## src/rtl/spdu_pkg.sv

```systemverilog
// ----------------------------------------------------------------------------
// spdu_pkg
// Shared types and constants of the stream pattern deletion unit.
// ----------------------------------------------------------------------------
package spdu_pkg;

    localparam int PAT_MAX_DEF = 8;
    localparam int WORD_W      = 32;
    localparam int PAIR_W      = 64;
    localparam int NUM_PAIRS   = 4;
    localparam int LEN_W       = 4;
    localparam int CFG_IDX_W   = 3;

    // configuration register indexes
    localparam logic [CFG_IDX_W-1:0] CFG_PATTERN_LEN = 3'd0;
    localparam logic [CFG_IDX_W-1:0] CFG_PAIR_0      = 3'd1;
    localparam logic [CFG_IDX_W-1:0] CFG_PAIR_1      = 3'd2;
    localparam logic [CFG_IDX_W-1:0] CFG_PAIR_2      = 3'd3;
    localparam logic [CFG_IDX_W-1:0] CFG_PAIR_3      = 3'd4;

    typedef struct packed {
        logic [WORD_W-1:0] value;
        logic              end_in;
    } t_in_item;

    typedef struct packed {
        logic [WORD_W-1:0] out_value;
        logic              has_value;
        logic              end_of_list;
        logic              run_last;
    } t_out_item;

    // controller to datapath
    typedef struct packed {
        logic load;      // take the input word into the pending buffer
        logic push;      // move the oldest pending word into the hold stage
        logic hit;       // pending words are a pattern prefix
        logic fin_hold;  // send the hold stage as the final result
        logic fin_bare;  // send a bare end marker
    } t_dp_cmd;

    // datapath to controller
    typedef struct packed {
        logic cnt_zero;
        logic match;
        logic hold_valid;
        logic out_free;
        logic end_flag;
    } t_dp_sts;

endpackage

```

## src/rtl/spdu_ctrl.sv

```systemverilog
// ----------------------------------------------------------------------------
// spdu_ctrl
// Sequencer: accepts one request, scans the pending buffer, flushes, finishes.
// ----------------------------------------------------------------------------
module spdu_ctrl (
    input  logic              i_clk,
    input  logic              i_rst_n,
    input  logic              i_in_valid,
    output logic              o_in_ready,
    input  spdu_pkg::t_dp_sts i_sts,
    output spdu_pkg::t_dp_cmd o_cmd
);

    localparam logic [1:0] ST_IDLE   = 2'd0;
    localparam logic [1:0] ST_SCAN   = 2'd1;
    localparam logic [1:0] ST_FLUSH  = 2'd2;
    localparam logic [1:0] ST_FINISH = 2'd3;

    logic [1:0] r_state;
    logic [1:0] n_state;
    logic       can_push;

    // hold stage may take a word if empty or if it drains into the output now
    assign can_push = !i_sts.hold_valid || i_sts.out_free;

    always_comb begin
        n_state    = r_state;
        o_cmd      = '0;
        o_in_ready = 1'b0;
        unique case (r_state)
            ST_IDLE: begin
                o_in_ready = 1'b1;
                if (i_in_valid) begin
                    o_cmd.load = 1'b1;
                    n_state    = ST_SCAN;
                end
            end
            ST_SCAN: begin
                if (i_sts.cnt_zero) begin
                    n_state = i_sts.end_flag ? ST_FLUSH : ST_FINISH;
                end else if (i_sts.match) begin
                    o_cmd.hit = 1'b1;
                    n_state   = i_sts.end_flag ? ST_FLUSH : ST_FINISH;
                end else if (can_push) begin
                    o_cmd.push = 1'b1;
                end
            end
            ST_FLUSH: begin
                if (i_sts.cnt_zero) begin
                    n_state = ST_FINISH;
                end else if (can_push) begin
                    o_cmd.push = 1'b1;
                end
            end
            ST_FINISH: begin
                if (i_sts.hold_valid) begin
                    if (i_sts.out_free) begin
                        o_cmd.fin_hold = 1'b1;
                        n_state        = ST_IDLE;
                    end
                end else if (i_sts.end_flag) begin
                    if (i_sts.out_free) begin
                        o_cmd.fin_bare = 1'b1;
                        n_state        = ST_IDLE;
                    end
                end else begin
                    n_state = ST_IDLE;
                end
            end
            default: begin
                n_state = ST_IDLE;
            end
        endcase
    end

    always_ff @(posedge i_clk) begin
        if (!i_rst_n) begin
            r_state <= ST_IDLE;
        end else begin
            r_state <= n_state;
        end
    end

endmodule

```

## src/rtl/spdu_datapath.sv

```systemverilog
// ----------------------------------------------------------------------------
// spdu_datapath
// Pattern registers, pending shift buffer, prefix compare, hold and output stage.
// ----------------------------------------------------------------------------
module spdu_datapath #(
    parameter int PAT_MAX = spdu_pkg::PAT_MAX_DEF
) (
    input  logic                           i_clk,
    input  logic                           i_rst_n,
    input  logic                           i_cfg_wr_en,
    input  logic [spdu_pkg::CFG_IDX_W-1:0] i_cfg_idx,
    input  logic [spdu_pkg::PAIR_W-1:0]    i_cfg_data,
    input  spdu_pkg::t_in_item             i_in_data,
    input  logic                           i_out_ready,
    output logic                           o_out_valid,
    output spdu_pkg::t_out_item            o_out_data,
    input  spdu_pkg::t_dp_cmd              i_cmd,
    output spdu_pkg::t_dp_sts              o_sts
);

    localparam int CW = $clog2(PAT_MAX + 1);

    logic [spdu_pkg::LEN_W-1:0]  r_pat_len;
    logic [spdu_pkg::PAIR_W-1:0] r_pat_pair [spdu_pkg::NUM_PAIRS];
    logic [spdu_pkg::WORD_W-1:0] r_pend     [PAT_MAX];
    logic [CW-1:0]               r_count;
    logic                        r_end;
    logic                        r_hold_valid;
    logic [spdu_pkg::WORD_W-1:0] r_hold_data;
    logic                        r_out_valid;
    spdu_pkg::t_out_item         r_out_data;

    logic [spdu_pkg::LEN_W-1:0]  len_eff;
    logic [spdu_pkg::LEN_W-1:0]  count_ext;
    logic [CW-1:0]               load_idx;
    logic [PAT_MAX-1:0]          word_ok;
    logic                        out_free;
    logic                        hold_to_out;

    // clamp the length to the buffer depth
    assign len_eff   = (r_pat_len > spdu_pkg::LEN_W'(PAT_MAX))
                     ? spdu_pkg::LEN_W'(PAT_MAX) : r_pat_len;
    assign count_ext = spdu_pkg::LEN_W'(r_count);
    assign load_idx  = (r_count >= CW'(PAT_MAX)) ? CW'(PAT_MAX - 1) : r_count;

    // entries at or above the fill count do not take part in the compare
    always_comb begin
        for (int i = 0; i < PAT_MAX; i++) begin
            word_ok[i] = (CW'(i) >= r_count) ||
                         (r_pend[i] == r_pat_pair[i / 2][(i % 2) * spdu_pkg::WORD_W +:
                                                          spdu_pkg::WORD_W]);
        end
    end

    assign out_free    = !r_out_valid || i_out_ready;
    assign hold_to_out = i_cmd.push && r_hold_valid;

    assign o_sts.cnt_zero   = (r_count == '0);
    assign o_sts.match      = (count_ext <= len_eff) && (&word_ok);
    assign o_sts.hold_valid = r_hold_valid;
    assign o_sts.out_free   = out_free;
    assign o_sts.end_flag   = r_end;

    assign o_out_valid = r_out_valid;
    assign o_out_data  = r_out_data;

    // control state and configuration
    always_ff @(posedge i_clk) begin
        if (!i_rst_n) begin
            r_pat_len    <= '0;
            for (int p = 0; p < spdu_pkg::NUM_PAIRS; p++) begin
                r_pat_pair[p] <= '0;
            end
            r_count      <= '0;
            r_end        <= 1'b0;
            r_hold_valid <= 1'b0;
            r_out_valid  <= 1'b0;
        end else begin
            if (i_cfg_wr_en) begin
                unique case (i_cfg_idx)
                    spdu_pkg::CFG_PATTERN_LEN: begin
                        r_pat_len <= i_cfg_data[spdu_pkg::LEN_W-1:0];
                    end
                    spdu_pkg::CFG_PAIR_0: r_pat_pair[0] <= i_cfg_data;
                    spdu_pkg::CFG_PAIR_1: r_pat_pair[1] <= i_cfg_data;
                    spdu_pkg::CFG_PAIR_2: r_pat_pair[2] <= i_cfg_data;
                    spdu_pkg::CFG_PAIR_3: r_pat_pair[3] <= i_cfg_data;
                    default: begin
                    end
                endcase
            end

            if (i_cmd.load) begin
                r_count <= load_idx + CW'(1);
                r_end   <= i_in_data.end_in;
            end else if (i_cmd.push) begin
                r_count <= r_count - CW'(1);
            end else if (i_cmd.hit && (count_ext == len_eff)) begin
                r_count <= '0;
            end

            if (i_cmd.push) begin
                r_hold_valid <= 1'b1;
            end else if (i_cmd.fin_hold) begin
                r_hold_valid <= 1'b0;
            end

            if (hold_to_out || i_cmd.fin_hold || i_cmd.fin_bare) begin
                r_out_valid <= 1'b1;
            end else if (i_out_ready) begin
                r_out_valid <= 1'b0;
            end
        end
    end

    // payload
    always_ff @(posedge i_clk) begin
        if (i_cmd.load) begin
            for (int i = 0; i < PAT_MAX; i++) begin
                if (CW'(i) == load_idx) begin
                    r_pend[i] <= i_in_data.value;
                end
            end
        end else if (i_cmd.push) begin
            for (int i = 0; i < PAT_MAX - 1; i++) begin
                r_pend[i] <= r_pend[i + 1];
            end
        end

        if (i_cmd.push) begin
            r_hold_data <= r_pend[0];
        end

        if (hold_to_out) begin
            r_out_data <= '{out_value: r_hold_data, has_value: 1'b1,
                            end_of_list: 1'b0, run_last: 1'b0};
        end else if (i_cmd.fin_hold) begin
            r_out_data <= '{out_value: r_hold_data, has_value: 1'b1,
                            end_of_list: r_end, run_last: 1'b1};
        end else if (i_cmd.fin_bare) begin
            r_out_data <= '{out_value: '0, has_value: 1'b0,
                            end_of_list: 1'b1, run_last: 1'b1};
        end
    end

endmodule

```

## src/rtl/stream_pattern_deletion_unit.sv

```systemverilog
// ----------------------------------------------------------------------------
// stream_pattern_deletion_unit
// Deletes every occurrence of a configured word pattern from a list stream.
// ----------------------------------------------------------------------------
// Usage:
//   Input channel (i_in_valid / o_in_ready / i_in_data) carries one list word
//   per request, with end_in set on the final word of a list. Output channel
//   (o_out_valid / i_out_ready / o_out_data) carries the kept words in order;
//   run_last marks the last result caused by one input request, end_of_list
//   the result that closes a list (a bare marker with has_value low if the
//   final word left nothing to send).
//   Configuration: write pattern_len (index 0) and the four pattern word
//   pairs (indexes 1 to 4) through i_cfg_wr_en / i_cfg_idx / i_cfg_data while
//   the block is idle.
// Timing:
//   One request at a time: the input is ready only while idle, so a request
//   is scanned, flushed at end of list and finished before the next one is
//   accepted. A kept word passes the pending buffer, the hold stage and the
//   output register, in that order.
// Reset zeroes the pending fill count, the pattern registers and both stages.
// When the receiver stalls, the output register holds its result and the
// sequencer waits in front of a full hold stage; nothing is dropped.
// ----------------------------------------------------------------------------
module stream_pattern_deletion_unit #(
    parameter int PAT_MAX = spdu_pkg::PAT_MAX_DEF
) (
    input  logic                           i_clk,
    input  logic                           i_rst_n,
    input  logic                           i_cfg_wr_en,
    input  logic [spdu_pkg::CFG_IDX_W-1:0] i_cfg_idx,
    input  logic [spdu_pkg::PAIR_W-1:0]    i_cfg_data,
    input  logic                           i_in_valid,
    output logic                           o_in_ready,
    input  spdu_pkg::t_in_item             i_in_data,
    output logic                           o_out_valid,
    input  logic                           i_out_ready,
    output spdu_pkg::t_out_item            o_out_data
);

    spdu_pkg::t_dp_cmd cmd;
    spdu_pkg::t_dp_sts sts;

    // sequencer: accept, scan alignments, flush at end of list, finish
    spdu_ctrl u_ctrl (
        .i_clk      (i_clk),
        .i_rst_n    (i_rst_n),
        .i_in_valid (i_in_valid),
        .o_in_ready (o_in_ready),
        .i_sts      (sts),
        .o_cmd      (cmd)
    );

    // pending buffer, compare, hold stage and output register
    spdu_datapath #(
        .PAT_MAX (PAT_MAX)
    ) u_datapath (
        .i_clk       (i_clk),
        .i_rst_n     (i_rst_n),
        .i_cfg_wr_en (i_cfg_wr_en),
        .i_cfg_idx   (i_cfg_idx),
        .i_cfg_data  (i_cfg_data),
        .i_in_data   (i_in_data),
        .i_out_ready (i_out_ready),
        .o_out_valid (o_out_valid),
        .o_out_data  (o_out_data),
        .i_cmd       (cmd),
        .o_sts       (sts)
    );

endmodule

```

## config.mk

```make
export PLATFORM = sky130hd
export DESIGN_NAME = stream_pattern_deletion_unit
export DESIGN_NICKNAME = d
export VERILOG_FILES = /design/src/rtl/spdu_pkg.sv /design/src/rtl/spdu_ctrl.sv /design/src/rtl/spdu_datapath.sv /design/src/rtl/stream_pattern_deletion_unit.sv
export SDC_FILE = /design/constraint.sdc
export NUM_CORES = 1
export LEC_CHECK = 0
export BUFFER_PORTS_ARGS = -buffer_cell sky130_fd_sc_hd__buf_4
export CAP_MARGIN = 20
export CORE_AREA = 3 3 259 261
export CTS_CLUSTER_DIAMETER = 40
export DETAILED_ROUTE_END_ITERATION = 10
export DIE_AREA = 0 0 262 264
export GPL_TIMING_DRIVEN = 0
export PLACE_DENSITY = 0.7
export SYNTH_ARGS = -nofsm -noshare
export SYNTH_HDL_FRONTEND = slang
export SYNTH_HIERARCHICAL = 1
export SYNTH_SLANG_ARGS = --single-unit
export TNS_END_PERCENT = 20
```

## constraint.sdc

```tcl
create_clock -name i_clk -period 8.83 [get_ports i_clk]
set_input_delay 0.4415 -clock i_clk [delete_from_list [all_inputs] [get_ports i_clk]]
set_output_delay 0.4415 -clock i_clk [all_outputs]
set_load 0.01 [all_outputs]
```

Word-level counts from Yosys, hierarchy flattened
Memories as Yosys holds them, arrays and structs flattened.
Cells that the tools add are included.
{ "word_totals": {"n_memories": 2, "register_bits": 80, "ram_bits": 512, "word_cells": 188, "latch_bits": 0, "output_inout_bits": 37, "romBits": 0, "input_bits": 105} }
{ "memory_table": {"columns": ["memory", "depth", "word_bits", "rd", "rd_clocked_by_memory_dff", "write_ports", "line_no", "source"], "rows": [
  ["u_datapath.r_pat_pair", 4, 64, 4, 0, 4, "spdu_datapath.sv:24", "logic [spdu_pkg::PAIR_W-1:0] r_pat_pair [spdu_pkg::NUM_PAIRS];"],
  ["u_datapath.r_pend", 8, 32, 8, 0, 7, "spdu_datapath.sv:25", "logic [spdu_pkg::WORD_W-1:0] r_pend [PAT_MAX];"]
]} }
{ "classes": {"addsub": 2, "mux": 94, "n_mul": 0, "n_bitwise": 11, "n_eq_ne": 26, "shifts": 0, "reduce_logical": 31, "n_div": 0, "magnitude_cmp": 11} }
{ "op_table": {"columns": ["cell", "n"], "rows": [
  ["== test 32 bit", 8],
  ["2-to-1 mux 32 bit", 8],
  ["2-to-1 mux 64 bit", 4],
  ["2-to-1 mux 35 bit", 3],
  ["2-to-1 mux 1 bit", 62],
  ["OR reduction 32 bit", 1],
  ["2-to-1 mux 4 bit", 5],
  ["2-to-1 mux 2 bit", 9],
  ["== test 3 x 4 -> 1 bit, first input constant", 4],
  ["greater-or-equal comparator 3 x 4 -> 1 bit, first input constant", 4],
  ["logical OR 1 bit", 12],
  ["bitwise OR 1 bit", 11],
  ["== test 2 x 4 -> 1 bit, first input constant", 2],
  ["greater-or-equal comparator 1 x 4 -> 1 bit, first input constant", 2],
  ["greater-or-equal comparator 2 x 4 -> 1 bit, first input constant", 2],
  ["logical NOT 4 bit", 2],
  ["case mux 2 bit (4 select lines)", 1],
  ["AND reduction 8 bit", 1],
  ["== test 3 x 2 -> 1 bit, second input constant", 2],
  ["nonzero test 2 bit", 3],
  ["nonzero test 3 bit", 2],
  ["adder 4 x 1 -> 4 bit, second input constant", 1],
  ["== test 1 x 4 -> 1 bit, first input constant", 1],
  ["== test 2 bit, second input constant", 2],
  ["19 further kinds", 23]
]} }

Logic depth before layout (Yosys ltp)
Gate-level depths: netlist of the first run.
An unclocked memory read counts as a cell.
{ "logic_depth": {"word_depth": 13, "mapped_depth": 20, "depth_no_buf": 17} }

Modules after synthesis
Netlist of the first run, hierarchy kept.
{ "by_module_without_submodules": {"columns": ["module", "cells_per_inst", "n_inst", "area_per_inst_um2", "seq_area_each_um2"], "rows": [
  ["spdu_datapath", 1936, 1, 25638.3, 17576.9],
  ["spdu_ctrl", 31, 1, 260.2, 40.0]
]} }

Least setup slack after synthesis of the first run
Ideal clock, no wire load.
{ "synth_path": {"kind": "reg2reg", "from": "reg u_datapath/r_pat_len[3] (netlist bit)", "to": "mem u_datapath/r_pend[0][32] (netlist bit) (enable)", "stages_incl_launch_ff": 19, "required_time_ns": 8.409, "n_path_buf": 3, "synth_period_minus_slack_ns": 9.376, "setup_slack_ns": -0.546, "setup_ns": 0.421, "arrival_time_ns": 8.955, "path_cell_list": "dfxtp_1 inv_1 nand2_1 ha_1 nor2b_1 o21ai_0 nand2b_1 a21oi_1 o211ai_1 nor4b_2 inv_1 a21oi_1 a2111oi_0 clkbuf_1 nor2b_1 buf_2 clkbuf_1 a21oi_1 nor2_1"} }
{ "synth_rtl": {"columns": ["item", "line_no", "source"], "rows": [
  ["from (decl)", "spdu_datapath.sv:23", "logic [spdu_pkg::LEN_W-1:0] r_pat_len;"],
  ["from (signal assigned)", "spdu_datapath.sv:82", "r_pat_len <= i_cfg_data[spdu_pkg::LEN_W-1:0];"],
  ["to (decl)", "spdu_datapath.sv:25", null]
]} }

==> metrics.txt, run 1 <==
status=completed; Fmax=199 MHz; vias in the first global route=16200; Critical Path RT=9300 ps; Reg-to-Reg End=u_datapath/r_pend[0][14]; Post-CTS Setup Repair Bufs=0; Hold Path Origin=i_in_data[0]; largest net degree at the start of global routing=65; clk root buf=clkbuf_16; Mapped Cells=1967; die width=262 um; clock latency on the worst-skew pair=630 ps; Hold Path Stages=3; Die Area=0.0692 mm^2; Avg Vias per Cell=5.06; kind of end point of the critical path=flip-flop; wire per inst=23.4 um; area grow syn2layout=21.9%; maxcap violations=0; CP max stage cell=nor4_1; VDD IR max=145 uV; sequential area share after synthesis=0.680; total CTS buffers=90; reg2reg setup slack=3800 ps; Initial Util=0.400; leakage=11.7 nW; number of buffers and inverters on the critical path=4; Worst Tran Pin Value=1170 ps; Clock Sink Count=592; Synthesized Nets=2089; Worst Hold Class=in -> reg; Avg Inst Size Synth=13.2 um^2; Met2 Routed Length=35500 um; CTS clk-pin slew, worst paths=50 ps; first-pass GRT wire length=107000 um; clk_skew=30.0 ps; unrepaired setup endpoints after global routing=no; Tmin final=5030 ps; GRT Util Overall=0.213; Max Fanout on Critical Path=10; worst path arrival time=5490 ps; final worst setup slack=3800 ps; H-Tree Depth=3; Total Wirelength=73900 um; Slew Limit Fails=0; final setup fails=0; R2R Path Start=u_datapath/r_pend[0][9]; asr flop ratio synth=0; Synth Flop Type=edfxtp_1; initial antenna violation count=2; hpwl dp=57800 um; IO Count=142; Hold Buf Count CTS=0; critical path class=reg -> reg; maximum root-to-sink buffer count=3; CTS tree=built; number of remaining DRC errors=0; DRT iter0 DRCs=1690; Cell Rows=93; Routed met1 length=30100 um; Pwr per Cell Area=257 mW/mm^2; number of flops mapped to enable cells by yosys=576; Setup TNS Final=0 ps; critical-path cell list=xnor2_1 -> nand4_1 -> nor4_1 -> a31oi_1 -> o32ai_1 -> nor4b_2 -> inv_1 -> a21oi_1 -> a2111oi_2 -> clkbuf_1 -> nor2b_1 -> buf_2 -> nor2_4 -> buf_2 -> nand2_1 -> nand2_1; Die Ht=264 um; Hold Crit Endpoint=u_datapath/r_end; worst rel slew slack=0.214; Final Hold Vio Count=0; crit start category=flip-flop; nets@finish=2340; commonest non-fill, non-tap cell in the layout=edfxtp_1; FF+latch count, synth=592; metal3 WL=5020 um; crit share post-route=0.569; drt first pass iters=6; Synth cell types=51; CP max stage delay=810 ps; Register-to-Register Path Depth=16; Netlist Area Pre-Place=0.0259 mm^2; post-CTS resize count=0; most frequent cells in the layout=edfxtp_1 (576), nand2_1 (434), and2_1 (293), xor2_1 (193), buf_4 (147); core area=0.0647 mm^2; PortBufs=141; Vias=16000; crit-path leading delay family=simple AND/OR/NAND/NOR gates; ANT nets after route=0; layout cells sized above 1=0.161; Top Layer Used=met4; Placement Setup Slack=3590 ps; Yosys warning count=6; grt ovf=0; gpl congestion=0.970
[per-layer routing]
| metal | GRT usage | vias to the layer above |
|---|---|---|
| li1 | - | 7400 |
| met1 | 0.280 | 7734 |
| met2 | 0.353 | 712 |
| met3 | 0.0285 | 125 |
| met4 | 0.0949 | 0 |
| met5 | 0 | - |
[synth_stat cells (17+ instances only)]
| library cell | instances | area (um^2) |
|---|---|---|
| nand2_1 | 436 | 1640 |
| clkbuf_1 | 44 | 165 |
| a22o_1 | 32 | 280 |
| edfxtp_1 | 576 | 17300 |
| ha_1 | 17 | 213 |
| nor2b_1 | 37 | 231 |
| xor2_1 | 193 | 1690 |
| and2_1 | 293 | 1830 |
| buf_6 | 17 | 191 |
| nor4_1 | 49 | 307 |
| xnor2_1 | 65 | 569 |
| a21oi_1 | 49 | 245 |
| nor2_1 | 22 | 82.6 |
| nand4_1 | 28 | 175 |
[where the power goes]
part,switching (W),internal (W)
logic,0.000621,0.000329
clock network,0.00137,0.00224
registers,0.000145,0.00341
[worst max path at each step]
stage	endpoint	startpoint	slack [ps]	cells after the start
floorplan	u_datapath/r_pend[0][32]	u_datapath/r_pat_len[3]	1010	18
global placement	u_datapath/r_pend[0][41]	u_datapath/r_pend[0][90]	-2550	15
detailed placement	u_datapath/o_out_data[33]	u_datapath/r_pend[0][9]	3590	13
CTS	u_datapath/o_out_data[33]	u_datapath/r_pend[0][9]	3590	13
global route	u_datapath/o_out_data[29]	u_datapath/r_pend[0][9]	3380	13
finish	u_datapath/r_pend[0][14]	u_datapath/r_pend[0][9]	3800	16
[tightest hold or removal path: cells and delay by family]
kind,cells,cell delay [ps]
buf+inv,1,80
mux,1,50
simple gates,1,70
[state kept, by name, indices dropped and copies added, names as in the netlist]
signal / count
u_datapath/r_pat_pair: 256
u_datapath/r_hold_data: 32
u_datapath/r_pat_len: 4
u_datapath/r_pend: 256
u_datapath/o_out_valid: 1
u_datapath/o_out_data: 35
u_datapath/r_hold_valid: 1
u_datapath/r_end: 1
u_datapath/count_ext: 4
u_ctrl/r_state: 2
[final cells by class]
cell class,count,area (um^2)
flip-flops and latches,592,17600
clock buffers,98,2320
inverters,17,63.8
repair buffers,159,1390
well taps,855,1070
plain buffers,77,447
multi-input cells,1281,7850
diodes,11,27.5
fillers,5678,33100
clock inverters,68,781
[logic make-up (layout without fill, tap and decap cells)]
| group | Yosys count | count (layout) | share of synthesized area |
|---|---|---|---|
| and+or+nand+nor | 896 | 896 | 0.175 |
| muxes | 5 | 5 | 0.00193 |
| AOI/OAI and AO/OA | 105 | 105 | 0.0272 |
| buffers and inverters | 94 | 419 | 0.0197 |
| adders and majority gates | 17 | 17 | 0.00821 |
| other | 0 | 11 | 0 |
| xor gates and xnor gates | 258 | 258 | 0.0873 |
| DFF | 592 | 592 | 0.680 |
[per-stage QoR]
step / cell area (um^2) / std cells / total power (W) / hold slack (ps) / util
6_report: 31600 / 3158 / 0.00812 / 65.9 / 0.488
5_1_grt: 31500 / 3147 / 0.00838 / 97.6 / 0.488
4_1_cts: 31500 / 3147 / 0.00817 / 48.0 / 0.488
3_5_place_dp: 28400 / 2981 / 0.00456 / 458 / 0.440
3_3_place_gp: 28000 / 2963 / 0.00450 / 458 / 0.433
2_1_floorplan: 25900 / 1967 / 0.00409 / 449 / -
(Power assumes the default switching activity.)
==> run 2: changes to the inputs <==
- PLACE_DENSITY: 0.7 -> 0.68
- clock period: 8.83 -> 4.7 ns (I/O delays scaled with it)
==> run 2 against run 1 <==
  * Via count grew 2.6%
  * Clock-buffer cell count shrank 1
  * Global-route usage grew 0.32 points
  * Register-to-register slack lost 3600 ps
  * Setup slack lost 3600 ps
  * First-iteration DRC count shrank 4.7%
  * Wire length grew 1.2%
  * Largest cell class unchanged
  * Critical path depth is the same
==> metrics.txt, run 2 (synthesis gave the netlist of run 1 again) <==
clock latency on the worst-skew pair=640 ps (about the same); combinational share of power=0.124 (+0.007); status=completed; Clock power frac=0.440 (-0.005); Final Hold Vio Count=0 (unchanged); sw power=0.00410 W (+92%); first-pass GRT wire length=108000 um (+1.2%); Post-Place Cells=2981 (unchanged); utilization after layout=0.506 (+0.0182); Tot Pwr=0.0153 W (+89%); worst path arrival time=4820 ps (-670 ps); unrepaired setup endpoints after global routing=no; critical-path cell list=xor2_1 -> nor4_1 -> nand4_1 -> nor4_2 -> a32oi_1 -> nor4b_4 -> inv_1 -> a21oi_1 -> a2111oi_4 -> nor2b_1 -> buf_2 -> or2_4 -> buf_6 -> buf_2 -> nand2_1 -> nand2_1; Cell Rows=93 (unchanged); VDD IR max=274 uV (+89%); PortBufs=141 (unchanged); Clock Sink Count=592 (unchanged); maxcap violations=0 (unchanged); kind of end point of the critical path=flip-flop; clk_skew=30.6 ps (+0.621 ps); Pwr per Cell Area=468 mW/mm^2 (+82%); total CTS buffers=91 (+1.1%); Critical Path RT=5070 ps (-4230 ps); Sequential Power Share=0.436 (-0.002); nets@finish=2446 (+4.5%); CP max stage cell=nor4_2; Worst Hold Class=in -> reg; worst rel slew slack=0.296 (+0.0815); wire per inst=22.9 um (-2.2%); layout cells sized above 1=0.163 (+0.00229); crit start category=flip-flop; CTS tree=built; ANT nets after route=0 (unchanged); maximum root-to-sink buffer count=3 (unchanged); Placement Cell Area=0.0285 mm^2 (+0.11%); vias in the first global route=16400 (+1.4%); Max Fanout on Critical Path=14 (+4); Final Cell Area=0.0327 mm^2 (+3.7%); GRT Util Overall=0.217 (+0.00324); initial antenna violation count=4 (+2); CTS clk-pin slew, worst paths=60 ps (about the same); number of remaining DRC errors=0 (unchanged); critical path class=reg -> reg; Avg Vias per Cell=5.01 (-0.87%); DRT iter0 DRCs=1611 (-4.7%); leakage=12.2 nW (+4.1%); Fill cells=5544 (-2.4%); Initial Util=0.400 (unchanged); Non-Filler Instances=3267 (+3.5%); most frequent cells in the layout=edfxtp_1 (576), nand2_1 (429), and2_1 (293), xor2_1 (192), buf_4 (152); Vias=16400 (+2.6%); commonest non-fill, non-tap cell in the layout=edfxtp_1; hpwl dp=58100 um (+0.49%); largest net degree at the start of global routing=65 (unchanged); crit share post-route=0.947 (+0.378); core area=0.0647 mm^2 (unchanged); Die Ht=264 um (unchanged); die width=262 um (unchanged); Worst Tran Pin Value=1050 ps (-124 ps); clk root buf=clkbuf_16; gpl congestion=1.02 (+5.4%); final setup fails=0 (unchanged); Total Wirelength=74800 um (+1.2%); IO Count=142 (unchanged); Tmin final=4450 ps (-575 ps); Slew Limit Fails=0 (unchanged); CP max stage delay=470 ps (-340 ps); sw frac=0.267 (+0.00461); grt ovf=0 (unchanged); H-Tree Depth=3 (unchanged); area grow syn2layout=26.4%; Fmax=225 MHz (+13%); internal power=0.0112 W (+88%); Die Area=0.0692 mm^2 (unchanged); Hold Slack=86.9 ps (+21.0 ps); drt first pass iters=6 (unchanged)
[run 2: per-stage QoR]
step | TNS [ps] | worst slack (ps)
global placement | -757210 | -3250
detailed placement | -111680 | -582
finish | 0 | 247
global route | 0 | 5.94
CTS | 0 | 23.9
floorplan | -51300 | -802
[run 2: timing repair]
action | CTS | global route
pin swaps | 3 | 3
setup endpoints to repair | 451 | 425
hold endpoints to repair | 345 | 0
gates cloned | 1 | 0
buffers inserted | 6 | 0
hold buffers | 99 | 0
gates resized for setup | 10 | 12
[run 2: metal layers]
metal / wire length (um) / vias to the layer above / global-route usage
met5: 0 / - / 0
met3: 5310 / 164 / 0.0283
met1: 30400 / 7890 / 0.287
met2: 35200 / 716 / 0.348
li1: - / 7609 / -
met4: 3860 / 0 / 0.113
[run 2: worst paths after layout]
check,start,cells past startpoint,endpoint,slack [ps]
worst max-delay path,u_datapath/r_pat_pair[3][8],16,u_datapath/r_pend[0][98],250
worst min-delay path,i_cfg_idx[2],4,u_datapath/r_pat_len[0],90
worst max register to register,u_datapath/r_pat_pair[3][8],16,u_datapath/r_pend[0][98],250
worst min register to register,u_datapath/r_pend[0][31],0,u_datapath/r_hold_data[31],460
[run 2: power groups by stage]
| stage | clock (W) | combinational [W] | sequential, W |
|---|---|---|---|
| 2_1_floorplan | 0 | 0.000978 | 0.00672 |
| 3_3_place_gp | 0 | 0.00167 | 0.00679 |
| 3_5_place_dp | 0 | 0.00176 | 0.00678 |
| 4_1_cts | 0.00688 | 0.00190 | 0.00668 |
| 5_1_grt | 0.00712 | 0.00203 | 0.00672 |
| 6_report | 0.00675 | 0.00190 | 0.00668 |
[run 2: cell type report]
type / count / area, um^2 / area share
buffer: 76 / 450 / 0.0138
clock inverter: 73 / 802 / 0.0245
antenna: 11 / 27.5 / 0.000841
clock buffer: 97 / 2300 / 0.0702
timing repair buffer: 264 / 2460 / 0.0751
inverter: 17 / 63.8 / 0.00195
sequential: 592 / 17600 / 0.538
multi-input combinational: 1282 / 7960 / 0.243
tap: 855 / 1070 / 0.0327
[run 2: critical path: cells and delay by family (launching register included)]
family / cells / cell delay (ps)
flops: 1 / 430
compound gates: 3 / 610
buf+inv: 4 / 710
xor+xnor: 1 / 240
simple gates: 8 / 2130
==> run 3: changes to the inputs <==
- CORE_AREA: 3 3 259 261 -> 3 3 244 246
- DIE_AREA: 0 0 262 264 -> 0 0 247 249
- PLACE_DENSITY: 0.68 -> 0.74
- SLEW_MARGIN: unset -> 20
==> run 3 against run 2 <==
  * Clock-buffer cell count shrank 8
  * Power shrank 4.3%
  * Critical path depth is the same
  * Clock skew shrank 3.3 ps
  * Sequential power is essentially flat
  * Utilization grew 5.2 points
  * Flip-flop and latch count is the same
  * Via count grew 1.2%
  * Hold slack lost 51 ps
  * Critical path type unchanged
==> metrics.txt, run 3 (synthesis gave the netlist of run 1 again) <==
status=completed; vias in the first global route=16100 (-2.0%); DRT iter0 DRCs=1821 (+13%); Fill cells=4601 (-17%); CP max stage cell=a2111oi_4; number of remaining DRC errors=0 (unchanged); layout cells sized above 1=0.156 (-0.00664); kind of end point of the critical path=flip-flop; clock latency on the worst-skew pair=630 ps (about the same); ANT nets after route=0 (unchanged); Avg Vias per Cell=5.27 (+5.0%); Met2 Routed Length=34500 um (-2.0%); final worst setup slack=174 ps (-73.1 ps); Final Hold Vio Count=0 (unchanged); Slew Limit Fails=0 (unchanged); Worst Hold Class=in -> reg; worst rel slew slack=0.303 (+0.00698); H-Tree Depth=3 (unchanged); CP max stage delay=540 ps (+70 ps); utilization after layout=0.558 (+0.0522); IO Count=142 (unchanged); clk_skew=27.3 ps (-3.35 ps); die width=247 um (-5.7%); critical path class=reg -> reg; initial antenna violation count=5 (+1); Routed met1 length=28600 um (-5.9%); Register-to-Register Path Depth=16 (unchanged); PortBufs=141 (unchanged); Pwr per Cell Area=457 mW/mm^2 (-2.5%); gpl congestion=0.952 (-6.9%); drt first pass iters=5 (-1); Placement Setup Slack=-506 ps (+75.2 ps); hpwl dp=56000 um (-3.5%); clk root buf=clkbuf_16; Cell Rows=88 (-5.4%); Clock Sink Count=592 (unchanged); grt ovf=0 (unchanged); Top Layer Used=met4; Hold Path Stages=3 (-1); Hold Slack=36.1 ps (-50.8 ps); Placement Cell Area=0.0283 mm^2 (-0.74%); Fmax=221 MHz (-1.6%); metal3 WL=5710 um (+7.5%); nets@finish=2432 (-0.57%); Vias=16600 (+1.2%); worst path arrival time=4840 ps (+20 ps); Tmin final=4530 ps (+73.1 ps); Die Area=0.0615 mm^2 (-11%); CTS clk-pin slew, worst paths=60 ps (about the same); Total Wirelength=72900 um (-2.5%); Die Ht=249 um (-5.7%); largest net degree at the start of global routing=60 (-7.7%); crit share post-route=0.963 (+0.0156); VDD IR max=261 uV (-4.8%); final setup fails=0 (unchanged); Critical Path RT=5010 ps (-60 ps); unrepaired setup endpoints after global routing=no; wire per inst=23.2 um (+1.2%); leakage=12.0 nW (-1.7%); Final Cell Area=0.0322 mm^2 (-1.8%); Initial Util=0.450 (+0.0494); total CTS buffers=80 (-12%); maximum root-to-sink buffer count=3 (unchanged); register area=0.0176 mm^2 (unchanged); GRT Util Overall=0.235 (+0.0187); maxcap violations=0 (unchanged); CTS tree=built; area of the multi-input gates=0.00798 mm^2 (+0.24%); Worst Tran Pin Value=1040 ps (-10.4 ps); most frequent cells in the layout=edfxtp_1 (576), nand2_1 (428), and2_1 (292), xor2_1 (193), buf_4 (153); Max Fanout on Critical Path=16 (+2); commonest non-fill, non-tap cell in the layout=edfxtp_1; first-pass GRT wire length=104000 um (-3.4%); core area=0.0576 mm^2 (-11%); area grow syn2layout=24.1%; critical-path cell list=xor2_1 -> nor4_2 -> nand4_1 -> nor2_1 -> a32oi_1 -> nor4b_4 -> buf_4 -> inv_1 -> a21oi_1 -> a2111oi_4 -> nor2b_1 -> buf_2 -> clkbuf_1 -> a21oi_4 -> nor2_4 -> buf_12; crit start category=flip-flop; Tot Pwr=0.0147 W (-4.3%)
-- run 3: worst max-delay path: cells and delay by family (launching register included) --
family	cells	cell delay, ps
buffers and inverters	5	1240
DFF	1	430
and+or+nand+nor	6	930
AOI/OAI and AO/OA	4	1100
xor gates and xnor gates	1	490
-- run 3: what timing repair did --
item / 4_1_cts / 5_1_grt
endpoints found under the hold margin: 325 / 0
gates cloned: 1 / 0
setup buffers: 1 / 6
hold buffers: 98 / 0
pin swaps: 1 / 6
resized for setup: 10 / 5
endpoints found under the setup margin: 493 / 487
-- run 3: cell type report --
| cell class | instances | area share |
|---|---|---|
| antenna | 7 | 0.000545 |
| buffer | 76 | 0.0138 |
| clock buffer | 89 | 0.0656 |
| clock inverter | 58 | 0.0190 |
| inverter | 17 | 0.00198 |
| multi-input combinational | 1282 | 0.248 |
| sequential | 592 | 0.548 |
| tap | 765 | 0.0298 |
| timing repair buffer | 261 | 0.0733 |
-- run 3: final timing paths --
check	from	endpoint	slack, ps
setup / recovery	u_datapath/r_pend[0][90]	u_datapath/r_pend[0][36]	170
hold / removal	i_cfg_data[3]	u_datapath/r_pat_len[3]	40
setup reg to reg	u_datapath/r_pend[0][90]	u_datapath/r_pend[0][36]	170
hold reg to reg	u_datapath/r_pend[0][31]	u_datapath/r_hold_data[31]	470
-- run 3: routing by layer --
| metal | up-vias | global-route usage |
|---|---|---|
| li1 | 7566 | - |
| met1 | 7989 | 0.312 |
| met2 | 847 | 0.380 |
| met3 | 172 | 0.0328 |
| met4 | 0 | 0.118 |
| met5 | - | 0 |
-- run 3: report_power, final --
group          total [W]  switching [W]  leakage [nW]  internal, W
Clock            0.00610        0.00240          1.33      0.00370
Combinational    0.00191        0.00123          5.06     0.000680
Sequential       0.00668       0.000272          5.60      0.00640
Total             0.0147        0.00390          12.0       0.0108
-- run 3: through the flow --
| stage | setup TNS [ps] | std cells |
|---|---|---|
| 2_1_floorplan | -51300 | 1967 |
| 3_3_place_gp | -689940 | 2873 |
| 3_5_place_dp | -129830 | 2888 |
| 4_1_cts | 0 | 3135 |
| 5_1_grt | 0 | 3140 |
| 6_report | 0 | 3147 |
